==> config.mk <==
export PLATFORM = sky130hd
export DESIGN_NAME = ipv4_tcp_payload_extract_filter_core
export DESIGN_NICKNAME = d
export VERILOG_FILES = /design/src/rtl/ipx_pkg.sv /design/src/rtl/ipx_parser.sv /design/src/rtl/ipx_rsp_queue.sv /design/src/rtl/ipv4_tcp_payload_extract_filter_core.sv
export SDC_FILE = /design/constraint.sdc
export NUM_CORES = 1
export LEC_CHECK = 0
export BUFFER_PORTS_ARGS = -buffer_cell sky130_fd_sc_hd__buf_2
export CORE_MARGIN = 4
export CORE_UTILIZATION = 50
export DETAILED_ROUTE_END_ITERATION = 16
export PLACE_DENSITY = 0.64
export SYNTH_ARGS = -nofsm -noshare
export SYNTH_HDL_FRONTEND = slang
export SYNTH_SLANG_ARGS = --single-unit
export TNS_END_PERCENT = 1
==> constraint.sdc <==
create_clock -name clock -period 10.6 [get_ports clock]
set_input_delay 2.12 -clock clock [delete_from_list [all_inputs] [get_ports clock]]
set_output_delay 2.12 -clock clock [all_outputs]
set_load 0.05 [all_outputs]
==> src/rtl/ipx_pkg.sv <==
// Shared types and constants of the IPv4/TCP payload extraction block.
package ipx_pkg;

   // Link-layer header length in front of the IPv4 header.
   localparam logic [15:0] LINK_HEADER_BYTES = 16'd14;
   localparam logic [7:0]  IP_PROTO_TCP      = 8'd6;
   localparam logic [3:0]  MIN_HEADER_WORDS  = 4'd5;

   // Server address register reset values, in wire order.
   localparam logic [7:0] SERVER_IP_RESET0 = 8'd192;
   localparam logic [7:0] SERVER_IP_RESET1 = 8'd243;
   localparam logic [7:0] SERVER_IP_RESET2 = 8'd0;
   localparam logic [7:0] SERVER_IP_RESET3 = 8'd0;

   // Register indexes of the configuration port.
   localparam logic [7:0] CSR_SERVER_IP0 = 8'd0;
   localparam logic [7:0] CSR_SERVER_IP1 = 8'd1;
   localparam logic [7:0] CSR_SERVER_IP2 = 8'd2;
   localparam logic [7:0] CSR_SERVER_IP3 = 8'd3;

   // Result queue; the depth must be a power of two so that the pointers wrap.
   localparam int RSP_QUEUE_DEPTH = 4;
   localparam int RSP_PTR_BITS    = $clog2(RSP_QUEUE_DEPTH);

   localparam logic RESULT_PAYLOAD = 1'b0;
   localparam logic RESULT_SUMMARY = 1'b1;

   typedef logic [3:0][7:0] ipx_ip_type;

   typedef struct packed {
      logic               kind;
      logic               last;
      logic [7:0]         payload_byte;
      logic               toward_server;
      logic               from_server;
      logic               is_tcp;
      logic               malformed;
      logic signed [16:0] payload_length;
      logic [31:0]        client_next_seq;
      logic [31:0]        server_next_seq;
   } ipx_result_type;

   // Up to two results per request; when both are present, first is the payload byte.
   typedef struct packed {
      logic           first_valid;
      logic           second_valid;
      ipx_result_type first;
      ipx_result_type second;
   } ipx_push_type;

endpackage

==> src/rtl/ipx_parser.sv <==
// Frame header parser, payload filter and per-direction sequence tracking.
module ipx_parser
   import ipx_pkg::*;
(
   input  logic         clock,
   input  logic         reset,
   input  logic         fire,
   input  logic [7:0]   frame_byte,
   input  logic         frame_end,
   input  logic [15:0]  wire_length,
   input  ipx_ip_type   server_ip,
   output ipx_push_type push
);

   logic [15:0] pos_ff, pos_in;
   logic [3:0]  ihw_ff, ihw_in;
   logic [3:0]  thw_ff, thw_in;
   logic        tcp_ff, tcp_in;
   logic        dst_ff, dst_in;
   logic        src_ff, src_in;
   logic [31:0] seq_ff, seq_in;
   logic [31:0] client_ff, client_in;
   logic [31:0] server_ff, server_in;

   logic [15:0] tcp_start;
   logic [15:0] hdr_end;
   logic [15:0] addr_off;
   logic [1:0]  k;
   logic        ip_ok;
   logic        payload_ok;
   logic [16:0] captured;
   logic signed [16:0] plen;
   logic        bad;
   logic [31:0] next_seq;
   logic [31:0] client_upd, server_upd;
   ipx_result_type pay_res, sum_res;

   always_comb begin
      tcp_start = LINK_HEADER_BYTES + {10'd0, ihw_ff, 2'b00};
      ip_ok     = ihw_ff >= MIN_HEADER_WORDS;
      addr_off  = pos_ff - LINK_HEADER_BYTES - 16'd12;
      k         = addr_off[1:0];

      ihw_in = ihw_ff;
      thw_in = thw_ff;
      tcp_in = tcp_ff;
      dst_in = dst_ff;
      src_in = src_ff;
      seq_in = seq_ff;

      if (pos_ff == LINK_HEADER_BYTES) begin
         ihw_in = frame_byte[3:0];
      end else if (pos_ff == LINK_HEADER_BYTES + 16'd9) begin
         tcp_in = (frame_byte == IP_PROTO_TCP);
      end else if (pos_ff >= LINK_HEADER_BYTES + 16'd12 &&
                   pos_ff <  LINK_HEADER_BYTES + 16'd16) begin
         if (server_ip[k] != 8'd0 && server_ip[k] != frame_byte) begin
            src_in = 1'b0;
         end
      end else if (pos_ff >= LINK_HEADER_BYTES + 16'd16 &&
                   pos_ff <  LINK_HEADER_BYTES + 16'd20) begin
         if (server_ip[k] != 8'd0 && server_ip[k] != frame_byte) begin
            dst_in = 1'b0;
         end
      end else if (ip_ok && pos_ff >= tcp_start + 16'd4 && pos_ff < tcp_start + 16'd8) begin
         seq_in = {seq_ff[23:0], frame_byte};
      end else if (ip_ok && pos_ff == tcp_start + 16'd12) begin
         thw_in = frame_byte[7:4];
      end

      hdr_end = tcp_start + {10'd0, thw_in, 2'b00};

      payload_ok = ip_ok && tcp_in && (thw_in >= MIN_HEADER_WORDS) && (dst_in || src_in) &&
                   (pos_ff >= hdr_end) && (pos_ff < wire_length) && (pos_ff != 16'hFFFF);

      // End-of-frame checks use the header fields as they stand after this byte.
      captured = {1'b0, pos_ff} + 17'd1;
      plen     = tcp_in ? $signed({1'b0, wire_length} - {1'b0, hdr_end}) : 17'sd0;
      bad      = !ip_ok || (captured < {1'b0, LINK_HEADER_BYTES + 16'd20});
      if (tcp_in && (thw_in < MIN_HEADER_WORDS || plen[16] || captured < {1'b0, hdr_end})) begin
         bad = 1'b1;
      end
      next_seq   = seq_in + {15'd0, plen[16:0]};
      client_upd = (tcp_in && !bad && dst_in) ? next_seq : client_ff;
      server_upd = (tcp_in && !bad && src_in) ? next_seq : server_ff;

      pay_res                 = '0;
      pay_res.kind            = RESULT_PAYLOAD;
      pay_res.payload_byte    = frame_byte;
      pay_res.toward_server   = dst_in;
      pay_res.from_server     = src_in;
      pay_res.is_tcp          = 1'b1;

      sum_res                 = '0;
      sum_res.kind            = RESULT_SUMMARY;
      sum_res.last            = 1'b1;
      sum_res.toward_server   = dst_in;
      sum_res.from_server     = src_in;
      sum_res.is_tcp          = tcp_in;
      sum_res.malformed       = bad;
      sum_res.payload_length  = plen;
      sum_res.client_next_seq = client_upd;
      sum_res.server_next_seq = server_upd;

      push.first_valid  = fire && (payload_ok || frame_end);
      push.second_valid = fire && payload_ok && frame_end;
      push.first        = payload_ok ? pay_res : sum_res;
      push.second       = sum_res;

      client_in = client_ff;
      server_in = server_ff;
      pos_in    = pos_ff;
      if (fire) begin
         if (frame_end) begin
            client_in = client_upd;
            server_in = server_upd;
            pos_in    = 16'd0;
            ihw_in    = 4'd0;
            thw_in    = 4'd0;
            tcp_in    = 1'b0;
            dst_in    = 1'b1;
            src_in    = 1'b1;
            seq_in    = 32'd0;
         end else if (pos_ff != 16'hFFFF) begin
            pos_in = pos_ff + 16'd1;
         end
      end else begin
         ihw_in = ihw_ff;
         thw_in = thw_ff;
         tcp_in = tcp_ff;
         dst_in = dst_ff;
         src_in = src_ff;
         seq_in = seq_ff;
      end
   end

   always_ff @(posedge clock) begin
      if (reset) begin
         pos_ff    <= 16'd0;
         ihw_ff    <= 4'd0;
         thw_ff    <= 4'd0;
         tcp_ff    <= 1'b0;
         dst_ff    <= 1'b1;
         src_ff    <= 1'b1;
         seq_ff    <= 32'd0;
         client_ff <= 32'd0;
         server_ff <= 32'd0;
      end else begin
         pos_ff    <= pos_in;
         ihw_ff    <= ihw_in;
         thw_ff    <= thw_in;
         tcp_ff    <= tcp_in;
         dst_ff    <= dst_in;
         src_ff    <= src_in;
         seq_ff    <= seq_in;
         client_ff <= client_in;
         server_ff <= server_in;
      end
   end

endmodule

==> src/rtl/ipx_rsp_queue.sv <==
// Small result queue that takes up to two results a cycle and hands out one.
module ipx_rsp_queue
   import ipx_pkg::*;
(
   input  logic           clock,
   input  logic           reset,
   input  ipx_push_type   push,
   input  logic           pop,
   output ipx_result_type head,
   output logic           head_valid,
   output logic           space
);

   ipx_result_type entry_ff [RSP_QUEUE_DEPTH];
   logic [RSP_PTR_BITS-1:0] wr_ptr_ff, wr_ptr_in;
   logic [RSP_PTR_BITS-1:0] rd_ptr_ff, rd_ptr_in;
   logic [RSP_PTR_BITS:0]   count_ff, count_in;
   logic [RSP_PTR_BITS-1:0] wr_next;
   logic                    do_pop;

   always_comb begin
      head       = entry_ff[rd_ptr_ff];
      head_valid = count_ff != '0;
      // Room for two results regardless of what leaves this cycle.
      space      = count_ff <= (RSP_PTR_BITS + 1)'(RSP_QUEUE_DEPTH - 2);
      do_pop     = pop && head_valid;
      wr_next    = wr_ptr_ff + 1'b1;

      wr_ptr_in = wr_ptr_ff;
      if (push.first_valid && push.second_valid) begin
         wr_ptr_in = wr_ptr_ff + (RSP_PTR_BITS)'(2);
      end else if (push.first_valid) begin
         wr_ptr_in = wr_next;
      end
      rd_ptr_in = do_pop ? rd_ptr_ff + 1'b1 : rd_ptr_ff;
      count_in  = count_ff + (RSP_PTR_BITS + 1)'(push.first_valid)
                           + (RSP_PTR_BITS + 1)'(push.second_valid)
                           - (RSP_PTR_BITS + 1)'(do_pop);
   end

   always_ff @(posedge clock) begin
      if (reset) begin
         wr_ptr_ff <= '0;
         rd_ptr_ff <= '0;
         count_ff  <= '0;
      end else begin
         wr_ptr_ff <= wr_ptr_in;
         rd_ptr_ff <= rd_ptr_in;
         count_ff  <= count_in;
      end
      if (push.first_valid) begin
         entry_ff[wr_ptr_ff] <= push.first;
      end
      if (push.second_valid) begin
         entry_ff[wr_next] <= push.second;
      end
   end

endmodule

==> src/rtl/ipv4_tcp_payload_extract_filter_core.sv <==
// Top level of the IPv4/TCP payload extraction and filtering block.
//
//   Channel  Direction  Moves
//   req_     in         one captured frame byte with frame end and wire length
//   rsp_     out        a payload byte or an end-of-frame summary
//   csr_     in         write of one server address byte
//
// One frame byte is taken every cycle while the result queue has room; each request
// passes through an input register, the parser logic and into a four-entry result
// queue. A final byte that is also payload yields two results; the queue's free
// space, checked for two entries, sets req_tready.
// Reset is synchronous and clears frame state, counters and queue; the server
// address returns to its reset value. A stalled rsp_ side fills the queue and
// then holds the input register.
module ipv4_tcp_payload_extract_filter_core
   import ipx_pkg::*;
(
   input  logic        clock,
   input  logic        reset,
   input  logic        req_tvalid,
   output logic        req_tready,
   input  logic [23:0] req_tdata,   // frame_byte [7:0], wire_length [23:8]
   input  logic        req_tlast,   // frame_end
   output logic        rsp_tvalid,
   input  logic        rsp_tready,
   output logic [95:0] rsp_tdata,   // payload_byte, toward_server, from_server, is_tcp,
                                    // malformed, payload_length (17), client_next_seq,
                                    // server_next_seq, zero fill
   output logic        rsp_tuser,   // result_kind
   output logic        rsp_tlast,   // last_of_run
   input  logic        csr_valid,
   output logic        csr_ready,
   input  logic [7:0]  csr_index,
   input  logic [7:0]  csr_data
);

   logic        s1_valid_ff, s1_valid_in;
   logic [7:0]  s1_byte_ff;
   logic        s1_end_ff;
   logic [15:0] s1_wire_ff;
   logic        s1_fire;
   ipx_ip_type  server_ip_ff;
   ipx_push_type   push;
   ipx_result_type head;
   logic           head_valid;
   logic           space;

   assign csr_ready   = 1'b1;
   assign s1_fire     = s1_valid_ff && space;
   assign req_tready  = !s1_valid_ff || s1_fire;
   assign s1_valid_in = (req_tvalid && req_tready) || (s1_valid_ff && !s1_fire);

   always_ff @(posedge clock) begin
      if (reset) begin
         s1_valid_ff     <= 1'b0;
         server_ip_ff[0] <= SERVER_IP_RESET0;
         server_ip_ff[1] <= SERVER_IP_RESET1;
         server_ip_ff[2] <= SERVER_IP_RESET2;
         server_ip_ff[3] <= SERVER_IP_RESET3;
      end else begin
         s1_valid_ff <= s1_valid_in;
         if (csr_valid && csr_ready) begin
            case (csr_index)
               CSR_SERVER_IP0: server_ip_ff[0] <= csr_data;
               CSR_SERVER_IP1: server_ip_ff[1] <= csr_data;
               CSR_SERVER_IP2: server_ip_ff[2] <= csr_data;
               CSR_SERVER_IP3: server_ip_ff[3] <= csr_data;
               default: ;
            endcase
         end
      end
      if (req_tvalid && req_tready) begin
         s1_byte_ff <= req_tdata[7:0];
         s1_wire_ff <= req_tdata[23:8];
         s1_end_ff  <= req_tlast;
      end
   end

   ipx_parser u_parser (
      .clock       (clock),
      .reset       (reset),
      .fire        (s1_fire),
      .frame_byte  (s1_byte_ff),
      .frame_end   (s1_end_ff),
      .wire_length (s1_wire_ff),
      .server_ip   (server_ip_ff),
      .push        (push)
   );

   ipx_rsp_queue u_rsp_queue (
      .clock      (clock),
      .reset      (reset),
      .push       (push),
      .pop        (rsp_tready),
      .head       (head),
      .head_valid (head_valid),
      .space      (space)
   );

   assign rsp_tvalid = head_valid;
   assign rsp_tuser  = head.kind;
   assign rsp_tlast  = head.last;
   assign rsp_tdata  = {3'b000, head.server_next_seq, head.client_next_seq,
                        head.payload_length, head.malformed, head.is_tcp,
                        head.from_server, head.toward_server, head.payload_byte};

   // A request is only processed when the queue can take both of its results.
   a_fire_has_room: assert property (@(posedge clock) disable iff (reset)
      push.first_valid |-> space)
      else $error("result pushed without queue room");

   // Only a summary closes a run, and every summary does.
   a_summary_last: assert property (@(posedge clock) disable iff (reset)
      rsp_tvalid |-> (rsp_tuser == rsp_tlast))
      else $error("summary and run end disagree");

   // A payload result never reports a malformed frame.
   a_payload_clean: assert property (@(posedge clock) disable iff (reset)
      (rsp_tvalid && !rsp_tuser) |-> (rsp_tdata[11] == 1'b0))
      else $error("payload result flagged malformed");

   // The input side only stalls while a held request waits for queue room.
   a_stall_cause: assert property (@(posedge clock) disable iff (reset)
      !req_tready |-> (s1_valid_ff && !space))
      else $error("input stalled without cause");

endmodule
==> metrics.md <==
| Metric | Value |
|---|---|
| Total number of H-tree levels | 2 |
| Least-Margin Pin Slew | 1390 ps |
| Congestion Overflow GR | 0 |
| Total Routing Usage GR | 0.250 |
| Layout cells sized above 1 | 0.171 |
| Per-instance average area after synthesis | 11.6 um2 |
| Utilization of the core after routing | 0.567 |
| Fmax achieved | 101 MHz |
| Maximum buffer depth of the clock tree | 3 |
| CTS tree | yes |
| Core outline area | 55200 um2 |
| Setup slack, reg-to-reg | 720 ps |
| Number of unique standard cell types used by synthesis | 83 |
| Nets@finish | 2620 |
| Die height | 244 um |
| Final number of hold-violating endpoints | 0 |
| Highest-count cells in the layout ignoring fill and taps | sky130_fd_sc_hd__nor2_1, sky130_fd_sc_hd__edfxtp_1, sky130_fd_sc_hd__dfxtp_1 |
| Library cell used as clock root buffer | sky130_fd_sc_hd__clkbuf_16 |
| Count of max-cap constraint violations | 0 |
| Maximum fanout count along the critical path | 12 |
| Data required, critical path | 10950 ps |
| Number of clock buffers inserted by TritonCTS | 60 |
| Drt drc | 0 |
| Fin. max-slew vios | 0 |
| Wl on met1 | 31.9 mm |
| CP Capture Point | u_rsp_queue.entry_ff[3][26] |
| Clock input transition at the sequential cells of the worst setup and hold paths | 60 ps |
| Outcome | complete, no violations |
| FF+latch count, synth | 566 |
| Last weighted congestion value of the routability-driven placer | 0.900 |
| Ys flop type | sky130_fd_sc_hd__edfxtp_1 |
| Via density per instance | 5.92 |
| Antenna Diode Count | 0 |
| Power density normalized to cell area | 187 nW/um2 |
| Worst slew margin relative to its limit | 0.0680 |
| Vias | 19500 |
| Combined area of all synthesized cells | 27900 um2 |
| Final setup TNS | 0 ps |
| Number of placement rows | 86 |
| Metal3 WL | 4.31 mm |
| Buffers on Ports | 142 |
| Type of destination of the critical path | flip-flop |
| Part of the cycle the worst path needs | 0.932 |
| Startpoint class of the critical path | flip-flop |
| Number of global-route vias before repair | 19400 |
| Final min period | 9880 ps |
| Lkg Pwr | 10.4 nW |
| Width of the chip | 244 um |
| Pin count of the biggest net entering global routing | 86 |
| Power consumption | 5.86 mW |
| Initial Util | 0.506 |
| Class of the tightest hold or removal check | reg2reg |
| Area added between synthesis and finish | 12.0% |
| Largest voltage drop on the vdd net | 142 uV |
| Die Area | 59700 um2 |
| Part of the Yosys area used for sequential elements | 0.536 |
| Sink count of the clock tree | 566 |
| Top sig layer | met4 |
| Synthesized instance count | 2413 |
| Setup repair after global routing missed its margin | no |
| Critical path's largest stage delay | 480 ps |
| Startpoint of the most critical register-to-register path | u_parser.ihw_ff[0] |
| Slowest CP cell | sky130_fd_sc_hd__dfxtp_1 |
| Crit-path most repeated cell | sky130_fd_sc_hd__ha_1 |
| FFs w/ async S/R, synth | 0 |
| Initial antenna violation count | 2 |
| Routed wirelength normalized by instance count | 22.9 um |
| Total number of yosys warnings | 0 |
| Final Skew | 19.2 ps |
| Number of buffers inserted for hold repair after clock tree synthesis | 0 |
| Arrival time reported for the critical path endpoint | 10230 ps |
| Detailed placer's ending HPWL | 48.5 mm |
| Number of enable-type register cells in the synthesized netlist | 365 |
| Pre-CTS WS | 576 ps |
| Worst Reg2Reg Path Length in Cells | 36 |
| I/O pin count | 147 |
| Worst r2r dst | u_rsp_queue.entry_ff[3][26] |
| Count of antenna-violating nets left after detailed routing | 0 |
| First DRT Iteration DRCs | 1580 |
| Total wire length after detailed routing | 75.3 mm |
| WL met2 | 37.0 mm |
| Least setup slack across all paths after layout | 724 ps |
| Setup Viol. Count Final | 0 |
| Most common cell after layout, fill and taps aside | sky130_fd_sc_hd__nor2_1 |
| Clk_lat worst skew | 630 ps |
| First-pass GRT wire length | 116 mm |
| Worst Setup Path Type | reg2reg |
| Crit path launch | u_parser.ihw_ff[0] |
| Router iterations before antenna repair | 5 |
## per-layer routing
layer,global-route usage,vias to the layer above
met2,0.425,658
li1,-,9009
met4,0.0762,0
met3,0.0336,118
met1,0.336,9674
met5,0,-
## kinds of logic (layout without fill, tap and decap cells)
group,count (synthesis),in the layout,share of synthesized area
xor+xnor,82,82,0.0265
other cells,2,4,0.000269
compound gates,356,356,0.0911
fa+ha+maj,85,85,0.0391
buf+inv,234,360,0.0347
flops,566,566,0.536
simple gates,842,842,0.138
mux,246,246,0.134
## cell type report
cell class                 instances  area, um2
clock buffer                      74       1610
clock inverter                    37        359
fill                            4622      23900
inverter                          69        259
multi-input combinational       1615      12100
sequential                       566      15000
tap                              748        936
timing repair buffer             180        998
## flip-flops by register name, indices dropped and copies added, names as in the netlist, named ones only
register,count
u_rsp_queue.rd_ptr_ff,2
u_parser.client_ff,32
u_parser.seq_ff,32
s1_valid_ff,1
s1_wire_ff,16
u_parser.thw_ff,4
server_ip_ff,32
u_rsp_queue.count_ff,3
u_rsp_queue.wr_ptr_ff,2
s1_byte_ff,8
u_parser.src_ff,1
u_parser.ihw_ff,4
u_parser.server_ff,32
s1_end_ff,1
u_rsp_queue.entry_ff,376
u_parser.pos_ff,16
u_parser.dst_ff,1
u_parser.tcp_ff,1
## synth_stat cells, drive strengths merged, types with 26 or more instances
| master | instances | area share |
|---|---|---|
| a211oi | 30 | 0.0081 |
| a21oi | 85 | 0.015 |
| a22oi | 42 | 0.011 |
| a32o | 32 | 0.011 |
| buf | 75 | 0.013 |
| clkbuf | 90 | 0.012 |
| dfxtp | 201 | 0.14 |
| edfxtp | 365 | 0.39 |
| ha | 77 | 0.034 |
| inv | 69 | 0.0093 |
| mux2i | 135 | 0.048 |
| mux4 | 102 | 0.082 |
| nand2 | 114 | 0.015 |
| nand2b | 28 | 0.0063 |
| nand3 | 38 | 0.0070 |
| nor2 | 478 | 0.064 |
| nor2b | 34 | 0.0076 |
| nor3 | 28 | 0.0054 |
| o21ai | 58 | 0.011 |
| xnor2 | 55 | 0.018 |
| xor2 | 26 | 0.0081 |
## stage by stage
step | cells | cell area [um2] | hold WS, ps
after floorplan | 2415 | 28000 | 436
after global placement | 3178 | 29300 | 449
after detailed placement | 3178 | 29300 | 455
after CTS | 3289 | 31300 | 463
after global routing | 3289 | 31300 | 473
final | 3289 | 31300 | 466
## repair_timing
action	CTS	global route
setup buffers	0	0
setup endpoints to repair	0	21
resized for setup	0	3
## power by group
part / leakage, nW / internal [mW] / switching, mW
combinational: 4.88 / 0.377 / 0.892
sequential: 4.56 / 2.41 / 0.0751
clock: 0.966 / 1.21 / 0.894
total: 10.4 / 4.00 / 1.86
## worst min path at each step
stage	cells past startpoint	endpoint	startpoint	slack (ps)
after floorplan	2	u_rsp_queue.entry_ff[2][93]	u_rsp_queue.entry_ff[2][93]	440
after global placement	2	u_rsp_queue.entry_ff[3][93]	u_rsp_queue.entry_ff[3][93]	450
after detailed placement	2	u_rsp_queue.entry_ff[1][93]	u_rsp_queue.entry_ff[1][93]	460
after CTS	2	u_rsp_queue.entry_ff[1][93]	u_rsp_queue.entry_ff[1][93]	460
after global routing	2	u_rsp_queue.entry_ff[1][93]	u_rsp_queue.entry_ff[1][93]	470
final	2	u_rsp_queue.entry_ff[1][93]	u_rsp_queue.entry_ff[1][93]	470
## critical path, delay by kind of cell (launching register included)
kind	cells	cell delay (ps)
buffers and inverters	3	410
adder cells (fa/ha/maj)	8	2550
XOR/XNOR	4	940
flip-flops	1	480
AND/OR/NAND/NOR	13	3070
AO/OA/AOI/OAI	7	1750
multiplexers	1	410
Note: power is estimated with default switching activity, not from simulation.
